`config.mk`:
```
export PLATFORM = sky130hd
export DESIGN_NAME = nat_ram
export DESIGN_NICKNAME = d
export VERILOG_FILES = /design/src/hdl/nat_ram.sv
export SDC_FILE = /design/constraint.sdc
export NUM_CORES = 1
export LEC_CHECK = 0
export BUFFER_PORTS_ARGS = -buffer_cell sky130_fd_sc_hd__buf_4
export CAP_MARGIN = 20
export CORE_MARGIN = 2
export CORE_UTILIZATION = 34
export DETAILED_ROUTE_END_ITERATION = 10
export GPL_TIMING_DRIVEN = 0
export PLACE_DENSITY = 0.6
export SLEW_MARGIN = 5
export SYNTH_ARGS = -nofsm -noshare
export SYNTH_HDL_FRONTEND = slang
export SYNTH_SLANG_ARGS = --single-unit
```
`constraint.sdc`:
```
create_clock -name clk_i -period 2.19 [get_ports clk_i]
set_clock_uncertainty 0.2 [all_clocks]
set_input_delay 0.438 -clock clk_i [delete_from_list [all_inputs] [get_ports clk_i]]
set_output_delay 0.438 -clock clk_i [all_outputs]
set_load 0.05 [all_outputs]
```
`src/hdl/nat_ram.sv`:
```
// Generic single-write, single-read RAM with registered read data.
// No dependencies.
module nat_ram #(
  parameter int WIDTH = 8,
  parameter int DEPTH = 16
) (
  input  logic                     clk_i,
  input  logic                     we_i,
  input  logic [$clog2(DEPTH)-1:0] waddr_i,
  input  logic [WIDTH-1:0]         wdata_i,
  input  logic [$clog2(DEPTH)-1:0] raddr_i,
  output logic [WIDTH-1:0]         rdata_o
);
  logic [WIDTH-1:0] mem [DEPTH];

  always_ff @(posedge clk_i) begin
    if (we_i) begin
      mem[waddr_i] <= wdata_i;
    end
    rdata_o <= mem[raddr_i];
  end
endmodule

```
==> flow_summary.ini, run 1 <==
[setup_path]
slowest_stage = nor2_1
r2r_slack_ps = 520
required_ps = 2020
worstSetupPathType = in -> reg
crit_chain = buf_4 -> or3b_2 -> nor2_1
crit_path_end_kind = flip-flop
path_buf_inv = 1
worst_ep_arrival_time_ps = 1730
critPathMaxStageDelay_ps = 630
critPathMaxFanout = 8
cp-start-kind = input pin
cp_top_family = simple AND/OR/NAND/NOR gates

[sta]
hold_viol = 0
setup_viol = 0
rsz0062_at_grt = no
finalCriticalPeriod_ps = 1890
period_share_pct = 86.4
tightest_slew_ps = 881
maxSlewViolCount = 0
slew_headroom_pct = 40.8
max_freq_mhz = 529
fin_ws_ps = 298

[logic_synthesis]
yosysWarnings = 0
ys_ff_latch = 136
yosysUniqueCellTypes = 19
synth.avg_cell_area_um2 = 22.5
synthCells = 229
syn_area_um2 = 5150
seq_area_frac_synth_pct = 77.8
synth_fp_nets = 247

[power_and_ir_drop]
power_density_nw_per_um2 = 948
p_leak_uw = 0.00203
p_total_uw = 5780
ir_drop_mv = 0.507

[placement]
io_buffers = 24
dp_hpwl_um = 6550
gp_congestion = 0.776
place_inst = 440
post-place-ws_ps = -427
dpl-instance-area_um2 = 5580

[cts]
hold_buffers = 0
root_buffer = clkbuf_16
cts_sinks = 136
clk_latency_ps = 410
post_cts_buffers = 0
cts_buffer_depth = 2
cts_max_level = 4
tritoncts = done
cts_buffers = 17
clkTransAtPathRegs_ps = 50
cts_resized = 0

[floorplan]
rows = 44
ios = 26
initial_utilization_pct = 35.2
dieArea_um2 = 16100
core_um2 = 14600
dieHeight_um = 127
die_w_um = 127

[grt]
grt_start_max_net_pins = 17
gr-total-overflow = 0
grt_pass1_wl_um = 15400
grt_use_total_pct = 13.7
antenna_found_initial = 0
grt_pass1_vias = 2489

[layout]
finish.net_count = 293
drive_above_1_share_pct = 28.5
fin_cells = 472
fill_cells = 1289
area_growth_pct = 18.6
finish.instance_area_um2 = 6100
num_antenna_cells = 0

[drt]
dr.first_iter.drc_count = 247
totalWireLength_um = 10200
via_count = 2378
ant_nets = 0
viasPerCell = 5.04
wl_per_cell_um = 21.6
drc = 0
drtPass1Iterations = 5

[flow_run]
max-cap-violations = 0

[worst_hold_path]
min_path_type = in -> reg

[outcome]
status = finished, final reports clean
[sequential cells by signal (all words and copies together) (netlist names)]
| name | flops |
|---|---|
| mem | 128 |
| rdata_o | 8 |
[cells in the final DEF (no fill, tap or decap), types with 8 or more instances in the layout]
cell type | netlist | final
nor2_1 | 13 | 13
a22oi_1 | 16 | 16
clkbuf_1 | 0 | 8
edfxtp_1 | 128 | 128
nand2_1 | 9 | 9
buf_4 | 1 | 27
clkbuf_16 | 0 | 17
dfxtp_1 | 8 | 8
mux4_1 | 14 | 14
mux4_2 | 18 | 18
[synthesized netlist by cell type]
master	instances	area share (%)
buf_2	3	0.29
nand3b_1	2	0.29
nor2_1	13	0.95
nand2_1	9	0.66
dfxtp_1	8	3.1
clkdlybuf4s25_2	3	0.58
nor3_1	4	0.39
or3b_2	1	0.17
buf_4	1	0.15
mux4_2	18	7.9
and2b_1	1	0.15
mux4_1	14	7.1
nor2b_1	1	0.12
a22oi_1	16	2.3
nand3_1	1	0.097
edfxtp_1	128	75
and2_1	1	0.12
nand2b_1	2	0.24
buf_6	3	0.66
[metal layers]
metal  up-vias  wire [µm]  track usage, %
li1       1062          -               -
met1      1239       4390            17.8
met2        64       4990            21.6
met3        13        683            4.40
met4         0        160            5.17
met5         -          0               0
[final timing paths]
| path | endpoint | cells past startpoint | from |
|---|---|---|---|
| max | mem[2][5] | 3 | waddr_i[2] |
| min | mem[15][3] | 1 | wdata_i[3] |
| max reg2reg | rdata_o[2] | 3 | mem[1][2] |
| min reg2reg | rdata_o[5] | 3 | mem[11][5] |
[per-stage QoR]
step	utilization (%)	setup TNS [ps]	hold slack [ps]
2_1_floorplan	-	0	337
3_3_place_gp	38.0	-14430	468
3_5_place_dp	38.1	-7120	465
4_1_cts	41.7	0	148
5_1_grt	41.7	0	156
6_report	41.7	0	169
[power by group]
part | internal, µW | switching [µW]
logic | 136 | 225
clock network | 1530 | 969
registers | 2910 | 13.6
total | 4580 | 1210
[cell type report]
type                    instances  area (µm²)  area share, %
flip-flops and latches        136        4000           65.6
multi-input cells              83        1070           17.5
clock buffers                  28         497           8.14
well taps                     184         230           3.77
repair buffers                 27         200           3.28
plain buffers                  10        86.3           1.41
clock inverters                 4        20.0          0.328
[kinds of logic after synthesis]
family / synth area share (%)
and+or+nand+nor: 3.18
DFF: 77.8
muxes: 15.0
AOI/OAI and AO/OA: 2.33
buffers and inverters: 1.68
No activity file was read; power rests on OpenSTA's default activity.
==> run 2, diff against run 1 <==
Settings changed: RECOVER_POWER set to 100.
==> flow_summary.ini, run 2 (synthesis results as in run 1) <==
[outcome]
status = finished, final reports clean

[setup_path]
cp-start-kind = input pin
timing.rr.end = rdata_o[2]
crit_path_end_kind = flip-flop
required_ps = 2010
r2r_slack_ps = 480
slowest_stage = nor3_1
worst_ep_arrival_time_ps = 1730
cp_top_family = simple AND/OR/NAND/NOR gates
crit_chain = buf_4 -> nand3_1 -> nor3_1
rr_startpoint = mem[1][2]
rr_worst_depth = 3
worstSetupPathType = in -> reg
critPathMaxStageDelay_ps = 1040
critPathMaxFanout = 8
path_buf_inv = 1

[power_and_ir_drop]
p_sw_uw = 1220
p_leak_uw = 0.00196
ir_drop_mv = 0.510
power_density_nw_per_um2 = 958
p_comb_share_pct = 5.8
p_total_uw = 5770
netSwitchingFraction_pct = 21.1
pwr-share-seq_pct = 50.7
internal-power_uw = 4550
clkPwrFrac_pct = 43.5

[placement]
dpl-instance-area_um2 = 5580
io_buffers = 24
place_inst = 440
gp_congestion = 0.776
dp_hpwl_um = 6550

[drt]
ant_nets = 0
drc = 0
drtPass1Iterations = 4
totalWireLength_um = 10200
viasPerCell = 4.99
wl_met1_um = 4630
wl_per_cell_um = 21.6
top_layer = met4
dr.first_iter.drc_count = 236
dr_wl_met2_um = 5000
wl_met3_um = 415
via_count = 2355

[cts]
clk_latency_ps = 420
tritoncts = done
cts_max_level = 4
cts_sinks = 136
clkTransAtPathRegs_ps = 50
hold_buffers = 0
cts_buffers = 17
root_buffer = clkbuf_16
cts_buffer_depth = 2

[grt]
grt_use_total_pct = 13.7
antenna_found_initial = 0
grt_pass1_vias = 2489
gr-total-overflow = 0
grt_pass1_wl_um = 15400
grt_start_max_net_pins = 17

[sta]
slew_headroom_pct = 10.4
rsz0062_at_grt = no
period_share_pct = 87.4
tightest_slew_ps = 1330
hold_viol = 0
max_freq_mhz = 523
maxSlewViolCount = 0
finalCriticalPeriod_ps = 1910
setup_viol = 0

[layout]
mostFrequentLayoutCell = edfxtp_1
max_flop_register = mem
drive_above_1_share_pct = 21.2
finish.instance_area_um2 = 6020
fin_cells = 472
mostFrequentLayoutCells = edfxtp_1 (128), clkbuf_1 (28), mux4_2 (18), clkbuf_16 (17), a22oi_1 (16)
largest_register_ffs = 128
finish.net_count = 293
reg_top3 = mem (128), rdata_o (8)
num_antenna_cells = 0
area_growth_pct = 17.0

[flow_run]
max-cap-violations = 0

[floorplan]
core_um2 = 14600
initial_utilization_pct = 35.2
dieHeight_um = 127
ios = 26
rows = 44
die_w_um = 127
dieArea_um2 = 16100

[worst_hold_path]
hold_depth = 2
min_path_type = in -> reg
worstHoldStart = waddr_i[1]
hold_end = mem[0][7]
run 2: cell types whose count changed in the layout (fill, tap and decap cells not counted):
cell / delta
clkbuf_1: +20
clkbuf_2: +1
buf_4: -20
nor3_2: -1
nor3_1: +1
buf_2: -1
run 2: area by class of cell:
type                            instances  area, µm²
Clock inverter                          4       20.0
Fill cell                            1306       8620
Sequential cell                       136       4000
Timing Repair Buffer                   27        128
Buffer                                 10       83.8
Tap cell                              184        230
Clock buffer                           28        497
Multi-Input combinational cell         83       1060
run 2: worst max path at each step:
stage | startpoint | endpoint | slack, ps | cells after the start
after global placement | waddr_i[2] | mem[0][2] | -580 | 3
after global routing | we_i | mem[12][3] | 140 | 3
after detailed placement | waddr_i[2] | mem[0][1] | -430 | 4
final | we_i | mem[12][0] | 280 | 3
after CTS | waddr_i[2] | mem[0][4] | 4 | 4
after floorplan | waddr_i[2] | mem[0][0] | 60 | 2
run 2: power groups by stage:
stage	sequential [µW]	combinational (µW)	clock (µW)
5_1_grt	2930	358	2670
6_report	2930	336	2510
3_5_place_dp	2980	365	0
3_3_place_gp	2980	358	0
4_1_cts	2930	366	2540
2_1_floorplan	3040	148	0
run 2: per-stage QoR:
| stage | hold slack [ps] | setup TNS, ps | setup slack (ps) | utilization [%] |
|---|---|---|---|---|
| 6_report | 229 | 0 | 277 | 41.1 |
| 5_1_grt | 238 | 0 | 143 | 41.1 |
| 4_1_cts | 148 | 0 | 3.91 | 41.7 |
| 3_5_place_dp | 465 | -7120 | -427 | 38.1 |
| 3_3_place_gp | 468 | -14430 | -581 | 38.0 |
| 2_1_floorplan | 337 | 0 | 59.1 | - |
run 2: what timing repair did:
| action | CTS | global route |
|---|---|---|
| buffers inserted | 0 | 0 |
| resized for setup | 0 | 1 |
| setup endpoints to repair | 0 | 4 |
run 2: metal layers:
| metal | track usage (%) | vias up |
|---|---|---|
| li1 | - | 1065 |
| met1 | 17.8 | 1223 |
| met2 | 21.6 | 55 |
| met3 | 4.40 | 12 |
| met4 | 5.17 | 0 |
| met5 | 0 | - |
